`config.mk`:
```
export PLATFORM = sky130hd
export DESIGN_NAME = serial_command_parser_with_reply_queue
export DESIGN_NICKNAME = d
export VERILOG_FILES = /design/src/scpr_pkg.sv /design/src/serial_command_parser_with_reply_queue.sv /design/src/scpr_parser.sv /design/src/scpr_queue.sv
export VERILOG_INCLUDE_DIRS = /design/src /design/src/src
export SDC_FILE = /design/constraint.sdc
export NUM_CORES = 1
export LEC_CHECK = 0
export ABC_AREA = 1
export BUFFER_PORTS_ARGS = -buffer_cell sky130_fd_sc_hd__buf_2
export CAP_MARGIN = 20
export CORE_MARGIN = 8
export CORE_UTILIZATION = 40
export DETAILED_ROUTE_END_ITERATION = 10
export PLACE_DENSITY = 0.57
export SKIP_CTS_REPAIR_TIMING = 1
export SLEW_MARGIN = 30
export SYNTH_ARGS = -nofsm -noshare
export SYNTH_HDL_FRONTEND = slang
export SYNTH_SLANG_ARGS = --single-unit
```
`constraint.sdc`:
```
create_clock -name clock -period 3.65 [get_ports clock]
set_clock_uncertainty 0.2 [all_clocks]
set_input_delay 0.1825 -clock clock [delete_from_list [all_inputs] [get_ports clock]]
set_output_delay 0.1825 -clock clock [all_outputs]
set_load 0.01 [all_outputs]
```
`src/assert_macros.svh`:
```
// ----------------------------------------------------------------------------
// assert_macros.svh
// Assertion macros shared by the serial command parser RTL.
// ----------------------------------------------------------------------------
`ifndef ASSERT_MACROS_SVH
`define ASSERT_MACROS_SVH

// Same-cycle implication, disabled during reset.
`define ASSERT_IMPLY(lbl, clk, rst, ante, cons, msg) \
   lbl: assert property (@(posedge clk) disable iff (rst) (ante) |-> (cons)) \
      else $error(msg);

// Next-cycle implication, disabled during reset.
`define ASSERT_NEXT(lbl, clk, rst, ante, cons, msg) \
   lbl: assert property (@(posedge clk) disable iff (rst) (ante) |=> (cons)) \
      else $error(msg);

`endif

```
`src/scpr_pkg.sv`:
```
// ----------------------------------------------------------------------------
// scpr_pkg
// Types and constants of the serial command parser with reply queue.
// ----------------------------------------------------------------------------
`default_nettype none

package scpr_pkg;

   localparam int LEN_W   = 16;
   localparam int NUM_CSR = 6;

   localparam logic KIND_BYTE = 1'b0;
   localparam logic KIND_TICK = 1'b1;

   localparam logic [1:0] RESULT_WRITE = 2'd0;
   localparam logic [1:0] RESULT_FETCH = 2'd1;
   localparam logic [1:0] RESULT_DROP  = 2'd2;

   localparam logic [1:0] TARGET_TABLE   = 2'd0;
   localparam logic [1:0] TARGET_SETTING = 2'd1;
   localparam logic [1:0] TARGET_X_AXIS  = 2'd2;
   localparam logic [1:0] TARGET_Y_AXIS  = 2'd3;

   localparam logic [2:0] SRC_REALTIME = 3'd0;
   localparam logic [2:0] SRC_SETTINGS = 3'd1;
   localparam logic [2:0] SRC_TABLE    = 3'd2;
   localparam logic [2:0] SRC_X_AXIS   = 3'd3;
   localparam logic [2:0] SRC_Y_AXIS   = 3'd4;
   localparam logic [2:0] SRC_ANALOG   = 3'd5;
   localparam logic [2:0] SRC_STATUS   = 3'd6;
   localparam logic [2:0] SRC_DEBUG    = 3'd7;

   localparam logic [2:0] CSR_REALTIME_LEN = 3'd0;
   localparam logic [2:0] CSR_SETTINGS_LEN = 3'd1;
   localparam logic [2:0] CSR_TABLE_LEN    = 3'd2;
   localparam logic [2:0] CSR_X_AXIS_LEN   = 3'd3;
   localparam logic [2:0] CSR_Y_AXIS_LEN   = 3'd4;
   localparam logic [2:0] CSR_ANALOG_CNT   = 3'd5;

   localparam logic [LEN_W-1:0] RESET_REALTIME_LEN = 16'd32;
   localparam logic [LEN_W-1:0] RESET_SETTINGS_LEN = 16'd64;
   localparam logic [LEN_W-1:0] RESET_TABLE_LEN    = 16'd512;
   localparam logic [LEN_W-1:0] RESET_X_AXIS_LEN   = 16'd32;
   localparam logic [LEN_W-1:0] RESET_Y_AXIS_LEN   = 16'd32;
   localparam logic [LEN_W-1:0] RESET_ANALOG_CNT   = 16'd8;

   localparam logic [7:0] CH_WR_TABLE   = 8'h56; // V
   localparam logic [7:0] CH_WR_SETTING = 8'h43; // C
   localparam logic [7:0] CH_WR_X_AXIS  = 8'h58; // X
   localparam logic [7:0] CH_WR_Y_AXIS  = 8'h59; // Y
   localparam logic [7:0] CH_RD_REALTIME = 8'h61; // a
   localparam logic [7:0] CH_RD_SETTINGS = 8'h63; // c
   localparam logic [7:0] CH_RD_TABLE    = 8'h76; // v
   localparam logic [7:0] CH_RD_X_AXIS   = 8'h78; // x
   localparam logic [7:0] CH_RD_Y_AXIS   = 8'h79; // y
   localparam logic [7:0] CH_RD_ANALOG   = 8'h72; // r
   localparam logic [7:0] CH_RD_STATUS   = 8'h73; // s
   localparam logic [7:0] CH_RD_DEBUG    = 8'h64; // d

   typedef logic [NUM_CSR-1:0][LEN_W-1:0] len_array_type;

   typedef struct packed {
      logic       item_kind;
      logic [7:0] rx_byte;
      logic       rx_error;
   } req_type;

   typedef struct packed {
      logic [1:0]       result_kind;
      logic [1:0]       write_target;
      logic [7:0]       offset_high;
      logic [7:0]       offset_low;
      logic [7:0]       write_value;
      logic [2:0]       source_id;
      logic [LEN_W-1:0] byte_index;
      logic             last_byte;
   } rsp_type;

   typedef struct packed {
      logic       wr_valid;
      logic [1:0] wr_target;
      logic [7:0] wr_offset_high;
      logic [7:0] wr_offset_low;
      logic [7:0] wr_value;
      logic       enq_valid;
      logic [2:0] enq_source;
   } parse_out_type;

   typedef struct packed {
      logic             fetch_valid;
      logic             drop;
      logic [2:0]       source;
      logic [LEN_W-1:0] index;
      logic             last;
   } queue_out_type;

endpackage

`default_nettype wire

```
`src/serial_command_parser_with_reply_queue.sv`:
```
// ----------------------------------------------------------------------------
// serial_command_parser_with_reply_queue
// Serial byte command parser with a reply request queue.
//
// req_*: one beat is a received byte (item_kind 0) or a transmitter-ready
//   tick (item_kind 1). Bytes with rx_error set are dropped silently.
// rsp_*: store writes, transmit fetches (source, byte index, last flag) and
//   queue-full drops. Beats that cause no result produce nothing on rsp_*.
// csr_*: length registers, always ready. The user must write them only while
//   the block is idle; the block itself does not enforce this.
// Path: input register, then result register, held there until rsp_ready.
// Throughput: one beat per cycle unless rsp_ready low holds a result; the
//   parser and queue pointers step per beat; the oldest entry is prefetched.
// Stall: while rsp_valid is held by rsp_ready low, one more beat is taken
//   into the input register, then req_ready drops until the result leaves.
// Reset: synchronous; parser idle, queue empty, lengths at defaults.
//   The queue storage is not cleared and needs no clearing pass.
// ----------------------------------------------------------------------------
`default_nettype none
`include "assert_macros.svh"

module serial_command_parser_with_reply_queue #(
   parameter int QUEUE_DEPTH = 8
) (
   input  wire logic                   clock,
   input  wire logic                   reset,
   input  wire logic                   req_valid,
   output logic                        req_ready,
   input  wire scpr_pkg::req_type      req_data,
   output logic                        rsp_valid,
   input  wire logic                   rsp_ready,
   output scpr_pkg::rsp_type           rsp_data,
   input  wire logic                   csr_valid,
   output logic                        csr_ready,
   input  wire logic [2:0]             csr_index,
   input  wire logic [15:0]            csr_data
);

   scpr_pkg::req_type       in_ff;
   logic                    in_valid_ff;
   scpr_pkg::rsp_type       rsp_ff, rsp_in;
   logic                    rsp_valid_ff, rsp_valid_in;
   scpr_pkg::len_array_type lengths_ff;

   scpr_pkg::parse_out_type parse_out;
   scpr_pkg::queue_out_type queue_out;

   logic advance;
   logic step_byte;
   logic step_tick;

   assign advance   = in_valid_ff && (!rsp_valid_ff || rsp_ready);
   assign req_ready = !in_valid_ff || advance;
   assign step_byte = advance && (in_ff.item_kind == scpr_pkg::KIND_BYTE) && !in_ff.rx_error;
   assign step_tick = advance && (in_ff.item_kind == scpr_pkg::KIND_TICK);
   assign csr_ready = 1'b1;
   assign rsp_valid = rsp_valid_ff;
   assign rsp_data  = rsp_ff;

   scpr_parser u_parser (
      .clock     (clock),
      .reset     (reset),
      .step      (step_byte),
      .rx_byte   (in_ff.rx_byte),
      .parse_out (parse_out)
   );

   scpr_queue #(
      .QUEUE_DEPTH (QUEUE_DEPTH)
   ) u_queue (
      .clock      (clock),
      .reset      (reset),
      .tick       (step_tick),
      .enq        (parse_out.enq_valid),
      .enq_source (parse_out.enq_source),
      .lengths    (lengths_ff),
      .queue_out  (queue_out)
   );

   always_comb begin
      rsp_in       = '0;
      rsp_valid_in = 1'b0;
      if (parse_out.wr_valid) begin
         rsp_valid_in        = 1'b1;
         rsp_in.result_kind  = scpr_pkg::RESULT_WRITE;
         rsp_in.write_target = parse_out.wr_target;
         rsp_in.offset_high  = parse_out.wr_offset_high;
         rsp_in.offset_low   = parse_out.wr_offset_low;
         rsp_in.write_value  = parse_out.wr_value;
      end else if (queue_out.fetch_valid) begin
         rsp_valid_in       = 1'b1;
         rsp_in.result_kind = scpr_pkg::RESULT_FETCH;
         rsp_in.source_id   = queue_out.source;
         rsp_in.byte_index  = queue_out.index;
         rsp_in.last_byte   = queue_out.last;
      end else if (queue_out.drop) begin
         rsp_valid_in       = 1'b1;
         rsp_in.result_kind = scpr_pkg::RESULT_DROP;
         rsp_in.source_id   = queue_out.source;
      end
   end

   always_ff @(posedge clock) begin
      if (reset) begin
         in_valid_ff  <= 1'b0;
         rsp_valid_ff <= 1'b0;
         lengths_ff[scpr_pkg::CSR_REALTIME_LEN] <= scpr_pkg::RESET_REALTIME_LEN;
         lengths_ff[scpr_pkg::CSR_SETTINGS_LEN] <= scpr_pkg::RESET_SETTINGS_LEN;
         lengths_ff[scpr_pkg::CSR_TABLE_LEN]    <= scpr_pkg::RESET_TABLE_LEN;
         lengths_ff[scpr_pkg::CSR_X_AXIS_LEN]   <= scpr_pkg::RESET_X_AXIS_LEN;
         lengths_ff[scpr_pkg::CSR_Y_AXIS_LEN]   <= scpr_pkg::RESET_Y_AXIS_LEN;
         lengths_ff[scpr_pkg::CSR_ANALOG_CNT]   <= scpr_pkg::RESET_ANALOG_CNT;
      end else begin
         if (req_valid && req_ready) begin
            in_valid_ff <= 1'b1;
         end else if (advance) begin
            in_valid_ff <= 1'b0;
         end
         if (advance) begin
            rsp_valid_ff <= rsp_valid_in;
         end else if (rsp_ready) begin
            rsp_valid_ff <= 1'b0;
         end
         if (csr_valid && csr_ready) begin
            case (csr_index)
               scpr_pkg::CSR_REALTIME_LEN,
               scpr_pkg::CSR_SETTINGS_LEN,
               scpr_pkg::CSR_TABLE_LEN,
               scpr_pkg::CSR_X_AXIS_LEN,
               scpr_pkg::CSR_Y_AXIS_LEN,
               scpr_pkg::CSR_ANALOG_CNT: lengths_ff[csr_index] <= csr_data;
               default: begin
               end
            endcase
         end
      end
   end

   always_ff @(posedge clock) begin
      if (req_valid && req_ready) begin
         in_ff <= req_data;
      end
      if (advance) begin
         rsp_ff <= rsp_in;
      end
   end

   `ASSERT_IMPLY(a_stall_only_when_full, clock, reset, !req_ready,
      in_valid_ff && rsp_valid_ff, "request stalled with a free stage")

endmodule

`default_nettype wire

```
`src/scpr_parser.sv`:
```
// ----------------------------------------------------------------------------
// scpr_parser
// Four-phase command parser: write commands and reply request letters.
// ----------------------------------------------------------------------------
`default_nettype none

module scpr_parser (
   input  wire logic                   clock,
   input  wire logic                   reset,
   input  wire logic                   step,
   input  wire logic [7:0]             rx_byte,
   output scpr_pkg::parse_out_type     parse_out
);

   typedef enum logic [1:0] {
      PH_IDLE,
      PH_OFF_HIGH,
      PH_OFF_LOW,
      PH_VALUE
   } phase_type;

   phase_type  phase_ff, phase_in;
   logic [1:0] cmd_ff, cmd_in;
   logic [7:0] off_high_ff, off_high_in;
   logic [7:0] off_low_ff, off_low_in;

   always_comb begin
      phase_in    = phase_ff;
      cmd_in      = cmd_ff;
      off_high_in = off_high_ff;
      off_low_in  = off_low_ff;
      parse_out   = '0;
      parse_out.wr_target      = cmd_ff;
      parse_out.wr_offset_high = off_high_ff;
      parse_out.wr_offset_low  = off_low_ff;
      parse_out.wr_value       = rx_byte;
      if (step) begin
         case (phase_ff)
            PH_OFF_HIGH: begin
               off_high_in = rx_byte;
               phase_in    = PH_OFF_LOW;
            end
            PH_OFF_LOW: begin
               off_low_in = rx_byte;
               phase_in   = PH_VALUE;
            end
            PH_VALUE: begin
               parse_out.wr_valid = 1'b1;
               phase_in           = PH_IDLE;
            end
            default: begin
               case (rx_byte)
                  scpr_pkg::CH_WR_TABLE: begin
                     cmd_in   = scpr_pkg::TARGET_TABLE;
                     phase_in = PH_OFF_HIGH;
                  end
                  scpr_pkg::CH_WR_SETTING: begin
                     cmd_in   = scpr_pkg::TARGET_SETTING;
                     phase_in = PH_OFF_HIGH;
                  end
                  scpr_pkg::CH_WR_X_AXIS: begin
                     cmd_in   = scpr_pkg::TARGET_X_AXIS;
                     phase_in = PH_OFF_HIGH;
                  end
                  scpr_pkg::CH_WR_Y_AXIS: begin
                     cmd_in   = scpr_pkg::TARGET_Y_AXIS;
                     phase_in = PH_OFF_HIGH;
                  end
                  scpr_pkg::CH_RD_REALTIME: begin
                     parse_out.enq_valid  = 1'b1;
                     parse_out.enq_source = scpr_pkg::SRC_REALTIME;
                  end
                  scpr_pkg::CH_RD_SETTINGS: begin
                     parse_out.enq_valid  = 1'b1;
                     parse_out.enq_source = scpr_pkg::SRC_SETTINGS;
                  end
                  scpr_pkg::CH_RD_TABLE: begin
                     parse_out.enq_valid  = 1'b1;
                     parse_out.enq_source = scpr_pkg::SRC_TABLE;
                  end
                  scpr_pkg::CH_RD_X_AXIS: begin
                     parse_out.enq_valid  = 1'b1;
                     parse_out.enq_source = scpr_pkg::SRC_X_AXIS;
                  end
                  scpr_pkg::CH_RD_Y_AXIS: begin
                     parse_out.enq_valid  = 1'b1;
                     parse_out.enq_source = scpr_pkg::SRC_Y_AXIS;
                  end
                  scpr_pkg::CH_RD_ANALOG: begin
                     parse_out.enq_valid  = 1'b1;
                     parse_out.enq_source = scpr_pkg::SRC_ANALOG;
                  end
                  scpr_pkg::CH_RD_STATUS: begin
                     parse_out.enq_valid  = 1'b1;
                     parse_out.enq_source = scpr_pkg::SRC_STATUS;
                  end
                  scpr_pkg::CH_RD_DEBUG: begin
                     parse_out.enq_valid  = 1'b1;
                     parse_out.enq_source = scpr_pkg::SRC_DEBUG;
                  end
                  default: begin
                  end
               endcase
            end
         endcase
      end
   end

   always_ff @(posedge clock) begin
      if (reset) begin
         phase_ff    <= PH_IDLE;
         cmd_ff      <= scpr_pkg::TARGET_TABLE;
         off_high_ff <= '0;
         off_low_ff  <= '0;
      end else begin
         phase_ff    <= phase_in;
         cmd_ff      <= cmd_in;
         off_high_ff <= off_high_in;
         off_low_ff  <= off_low_in;
      end
   end

endmodule

`default_nettype wire

```
`src/scpr_queue.sv`:
```
// ----------------------------------------------------------------------------
// scpr_queue
// Reply request queue: enqueues requests, steps byte indexes on each tick.
// ----------------------------------------------------------------------------
`default_nettype none
`include "assert_macros.svh"

module scpr_queue #(
   parameter int QUEUE_DEPTH = 8
) (
   input  wire logic                          clock,
   input  wire logic                          reset,
   input  wire logic                          tick,
   input  wire logic                          enq,
   input  wire logic [2:0]                    enq_source,
   input  wire scpr_pkg::len_array_type       lengths,
   output scpr_pkg::queue_out_type            queue_out
);

   localparam int PTR_W   = (QUEUE_DEPTH > 1) ? $clog2(QUEUE_DEPTH) : 1;
   localparam int ENTRY_W = 3 + scpr_pkg::LEN_W;
   localparam logic [PTR_W-1:0] LAST_PTR = PTR_W'(QUEUE_DEPTH - 1);

   logic [ENTRY_W-1:0] mem [QUEUE_DEPTH];
   logic [ENTRY_W-1:0] rd_ff;

   logic [PTR_W-1:0]           head_ff, head_in;
   logic [PTR_W-1:0]           tail_ff, tail_in;
   logic [scpr_pkg::LEN_W-1:0] index_ff, index_in;

   logic [PTR_W-1:0]           head_next;
   logic [PTR_W-1:0]           tail_next;
   logic                       empty;
   logic                       full;
   logic                       do_write;
   logic                       last;
   logic [scpr_pkg::LEN_W-1:0] len;
   logic [scpr_pkg::LEN_W-1:0] last_index;
   logic [scpr_pkg::LEN_W-1:0] head_index;
   logic [2:0]                 head_source;

   assign head_next = (head_ff == LAST_PTR) ? '0 : head_ff + 1'b1;
   assign tail_next = (tail_ff == LAST_PTR) ? '0 : tail_ff + 1'b1;
   assign empty     = (head_ff == tail_ff);
   assign full      = (head_next == tail_ff);
   assign do_write  = enq && !full;

   assign head_source = rd_ff[ENTRY_W-1 -: 3];
   assign head_index  = rd_ff[scpr_pkg::LEN_W-1:0];
   assign last        = (index_ff >= head_index);

   always_comb begin
      case (enq_source)
         scpr_pkg::SRC_REALTIME: len = lengths[scpr_pkg::CSR_REALTIME_LEN];
         scpr_pkg::SRC_SETTINGS: len = lengths[scpr_pkg::CSR_SETTINGS_LEN];
         scpr_pkg::SRC_TABLE:    len = lengths[scpr_pkg::CSR_TABLE_LEN];
         scpr_pkg::SRC_X_AXIS:   len = lengths[scpr_pkg::CSR_X_AXIS_LEN];
         scpr_pkg::SRC_Y_AXIS:   len = lengths[scpr_pkg::CSR_Y_AXIS_LEN];
         scpr_pkg::SRC_ANALOG:   len = lengths[scpr_pkg::CSR_ANALOG_CNT];
         default:                len = scpr_pkg::LEN_W'(1);
      endcase
      last_index = (len == '0) ? '0 : len - 1'b1;
   end

   always_comb begin
      head_in   = head_ff;
      tail_in   = tail_ff;
      index_in  = index_ff;
      queue_out = '0;
      if (tick && !empty) begin
         queue_out.fetch_valid = 1'b1;
         queue_out.source      = head_source;
         queue_out.index       = index_ff;
         queue_out.last        = last;
         if (last) begin
            index_in = '0;
            tail_in  = tail_next;
         end else begin
            index_in = index_ff + 1'b1;
         end
      end
      if (enq) begin
         if (full) begin
            queue_out.drop   = 1'b1;
            queue_out.source = enq_source;
         end else begin
            head_in = head_next;
            if (empty) begin
               index_in = '0;
            end
         end
      end
   end

   always_ff @(posedge clock) begin
      if (reset) begin
         head_ff  <= '0;
         tail_ff  <= '0;
         index_ff <= '0;
      end else begin
         head_ff  <= head_in;
         tail_ff  <= tail_in;
         index_ff <= index_in;
      end
   end

   // oldest entry prefetched; write-first when the slot is written this beat
   always_ff @(posedge clock) begin
      if (do_write) begin
         mem[head_ff] <= {enq_source, last_index};
      end
      if (do_write && (head_ff == tail_in)) begin
         rd_ff <= {enq_source, last_index};
      end else begin
         rd_ff <= mem[tail_in];
      end
   end

   `ASSERT_NEXT(a_enq_not_empty, clock, reset, do_write, head_ff != tail_ff,
      "queue empty after enqueue")
   `ASSERT_IMPLY(a_idle_index_zero, clock, reset, empty, index_ff == '0,
      "byte index nonzero with empty queue")

endmodule

`default_nettype wire

```
==> results.md <==
* Status: completed
* Slowest-stage cell, CP: edfxtp_1
* Setup crit start: in_ff[9]$_DFFE_PP_
* FF-to-FF End: u_queue.mem[0][0]$_DFFE_PP_
* Net Count, Synth at 1711
* Sequential cell area at 0.00917 mm2
* Hold_sp: csr_index[2]
* Reg2reg start: in_ff[9]$_DFFE_PP_
* Worst relative slew slack at 52.8%
* Clock root cell: clkbuf_16
* Initial antenna violation count at 2
* Async SR Flop Fraction at 0%
* Ant. Diodes at 0
* Final wirelength at 40900 um
* Setup violations, final at 0
* Multi-input gate area at 0.00555 mm2
* Crit-path cells: nor2_1, nand3_1, buf_4, inv_1, nand3_4, nor2_4, buf_4, nand3_1, nand3_1, nor2_2, nand2_1, nor2_4, nand3b_4, nor2_4, buf_12, nor2_1
* Max Freq at 291 MHz
* Critical path peak fanout at 13
* Cell Area, Synth at 0.0154 mm2
* Gr busiest metal: met2
* Layout cells sized above 1 at 15.8%
* Post-layout minimum cycle time at 3.44 ns
* Clk sinks at 353
* Lkg Pwr at 0.00719 uW
* Cells after synthesis at 1649
* Met1 GRT Util at 24.8%
* End of the critical path: u_queue.mem[0][0]$_DFFE_PP_
* Power after layout at 8380 uW
* Initial Util at 40.2%
* Final instance area at 0.0182 mm2
* Drt drc at 0
* Max cap viols at 0
* Final worst path period share at 94.3%
* DR vias at 12009
* Actual slew at the worst max-slew pin at 0.707 ns
* Clock power frac at 44.1%
* Cell Area, Placed at 0.0166 mm2
* GRT overflow at 0
* TritonCTS buffer count at 38
* Number of enable flip-flop cells after synthesis at 210
* Filler Cell Count at 3626
* Worst hold-check path type: in -> reg
* Drt wl/cell at 17.6 um
* Placed cell count at 2219
* Setup TNS at 0 ns
* Core area at 0.0384 mm2
* Syn_area_per_cell at 9.36 um2
* Met3 GRT Util at 2.76%
* Syn. warnings at 0
* Port Buffers at 83
* # rows at 72
* Sequential power share at 51.5%
* Worst Setup End Kind: register
* Netlist cell types at 46
* Worst Path Required at 3.70 ns
* I/O Pins at 85
* H-tree Lvls at 2
* Final cell count without fillers at 2321
* CTS tree: built
* P per Cell Area at 459 mW/mm2
* Prevailing post-synth register cell: edfxtp_1
* Chip Width at 212 um
* Largest net degree at the start of global routing at 120
* Seq/Total Area, Yosys at 59.4%
* Die area at 0.0451 mm2
* Vias in the first global route at 11549
* Critical Path AT at 3.49 ns
* CP max stage delay at 0.39 ns
* Fin. Hold Viols at 0
* HPWL Detailed at 27000 um
* Pins Over Slew Limit at 0
* Register-to-register setup slack at 0.21 ns
* Pre-Repair DR Iteration Count at 7
* GRT Total Usage at 18.0%
* Sw power at 1780 uW
* Seq cells post-synth at 353
* Latest clock arrival within the worst-skew pair at 0.52 ns
* Vias per cell at 5.17
* R2R cell count at 16
* Internal power at 6600 uW
* Startpoint Class: register
* Worst vdd ir at 0.310 mV
* Die Ht at 212 um
* Clk buf depth at 3
* First-pass GRT wire length at 64200 um
* Critical path class: reg -> reg
* Antenna viol nets, final at 0
* Core Util, Final at 47.5%
* Placer Congestion at 0.887
* Grt met2 use at 29.3%
* Layout area overhead at 18.2%
* Reg clk slew, reported paths at 0.06 ns
* Drt initial violations at 910
* # nets final at 1835
* Sw Share at 21.2%
* Part of the power in combinational logic at 4.4%
-- layout by cell type, fill, tap and decap left out, types with 41 or more instances in the layout --
| master | netlist | layout |
|---|---|---|
| o21ai_0 | 211 | 211 |
| nand2_1 | 160 | 159 |
| edfxtp_1 | 210 | 210 |
| a21oi_1 | 55 | 51 |
| inv_1 | 105 | 102 |
| buf_2 | 6 | 83 |
| nand3_1 | 81 | 81 |
| dfxtp_1 | 143 | 142 |
| clkbuf_16 | 0 | 41 |
| nor2_1 | 375 | 366 |
-- logic make-up (layout without fill, tap and decap cells) --
group	Yosys count	in the layout	share of synthesized area (%)
flops	353	353	59.4
other cells	1	1	0.0243
buf+inv	203	357	5.38
fa+ha+maj	28	28	2.27
compound gates	315	315	11.1
xor+xnor	13	13	0.738
simple gates	736	736	21.1
-- power by group through the flow --
| stage | logic, uW | clock network (uW) | registers (uW) |
|---|---|---|---|
| after detailed placement | 331 | 0 | 4400 |
| after floorplan | 193 | 0 | 4400 |
| after global placement | 325 | 0 | 4400 |
| after global routing | 407 | 3940 | 4320 |
| after CTS | 332 | 3760 | 4320 |
| final | 367 | 3690 | 4320 |
-- registers in the layout, indices dropped and copies added (netlist names), named ones only --
signal and cells:
rsp_data 48, u_queue.tail_ff 3, in_valid_ff 1, in_ff 10, rsp_valid 1, u_queue.index_ff 16, u_parser.off_low_ff 8, u_queue.mem 152
u_parser.cmd_ff 2, u_queue.head_ff 3, lengths_ff 96, u_parser.phase_ff 2, u_parser.off_high_ff 8
-- cell usage after synthesis, types with 25 or more instances --
cell / n / area [um2]
ha_1: 28 / 350
nand3_1: 81 / 405
nor2_1: 375 / 1410
clkbuf_1: 59 / 221
nand4_1: 32 / 200
nor3_1: 25 / 125
inv_1: 105 / 394
edfxtp_1: 210 / 6310
dfxtp_1: 143 / 2860
a21oi_1: 55 / 275
nand2_1: 160 / 601
o21ai_0: 211 / 1060
-- per-stage QoR --
step                      setup slack [ns]  hold WS, ns
after detailed placement            0.0679        0.169
after global routing              -0.00305        0.107
after global placement               0.114        0.172
final                                0.209       0.0662
after floorplan                    -0.0516       0.0516
after CTS                           0.0324       -0.378
-- worst max-delay path: cells and delay by family, from the launching register on --
| family | cells | cell delay [ns] |
|---|---|---|
| DFF | 1 | 0.39 |
| buffers and inverters | 4 | 0.77 |
| and+or+nand+nor | 12 | 1.79 |
-- final cells by class --
type	instances	area share, %
clock buffer	60	6.40
clock inverter	10	0.254
inverter	125	2.59
multi-input combinational	1093	30.4
sequential	353	50.3
tap	518	3.55
timing repair buffer	162	6.56
-- worst min path at each step --
stage                                        endpoint  slack [ns]  cells past startpoint
final                     lengths_ff[41]$_SDFFE_PP1P_        0.07                      7
after detailed placement           in_ff[5]$_DFFE_PP_        0.17                      1
after global routing      lengths_ff[53]$_SDFFE_PP1P_        0.11                      6
after floorplan              in_valid_ff$_SDFFE_PP0P_        0.05                      1
after global placement             in_ff[8]$_DFFE_PP_        0.17                      1
after CTS                          in_ff[5]$_DFFE_PP_       -0.38                      1
-- layer usage --
metal | up-vias | share of wire [%]
li1 | 5892 | -
met1 | 5741 | 46
met2 | 307 | 47
met3 | 67 | 5.2
met4 | 2 | 2.2
met5 | - | 0.032
Note: power is estimated with default switching activity, not from simulation.
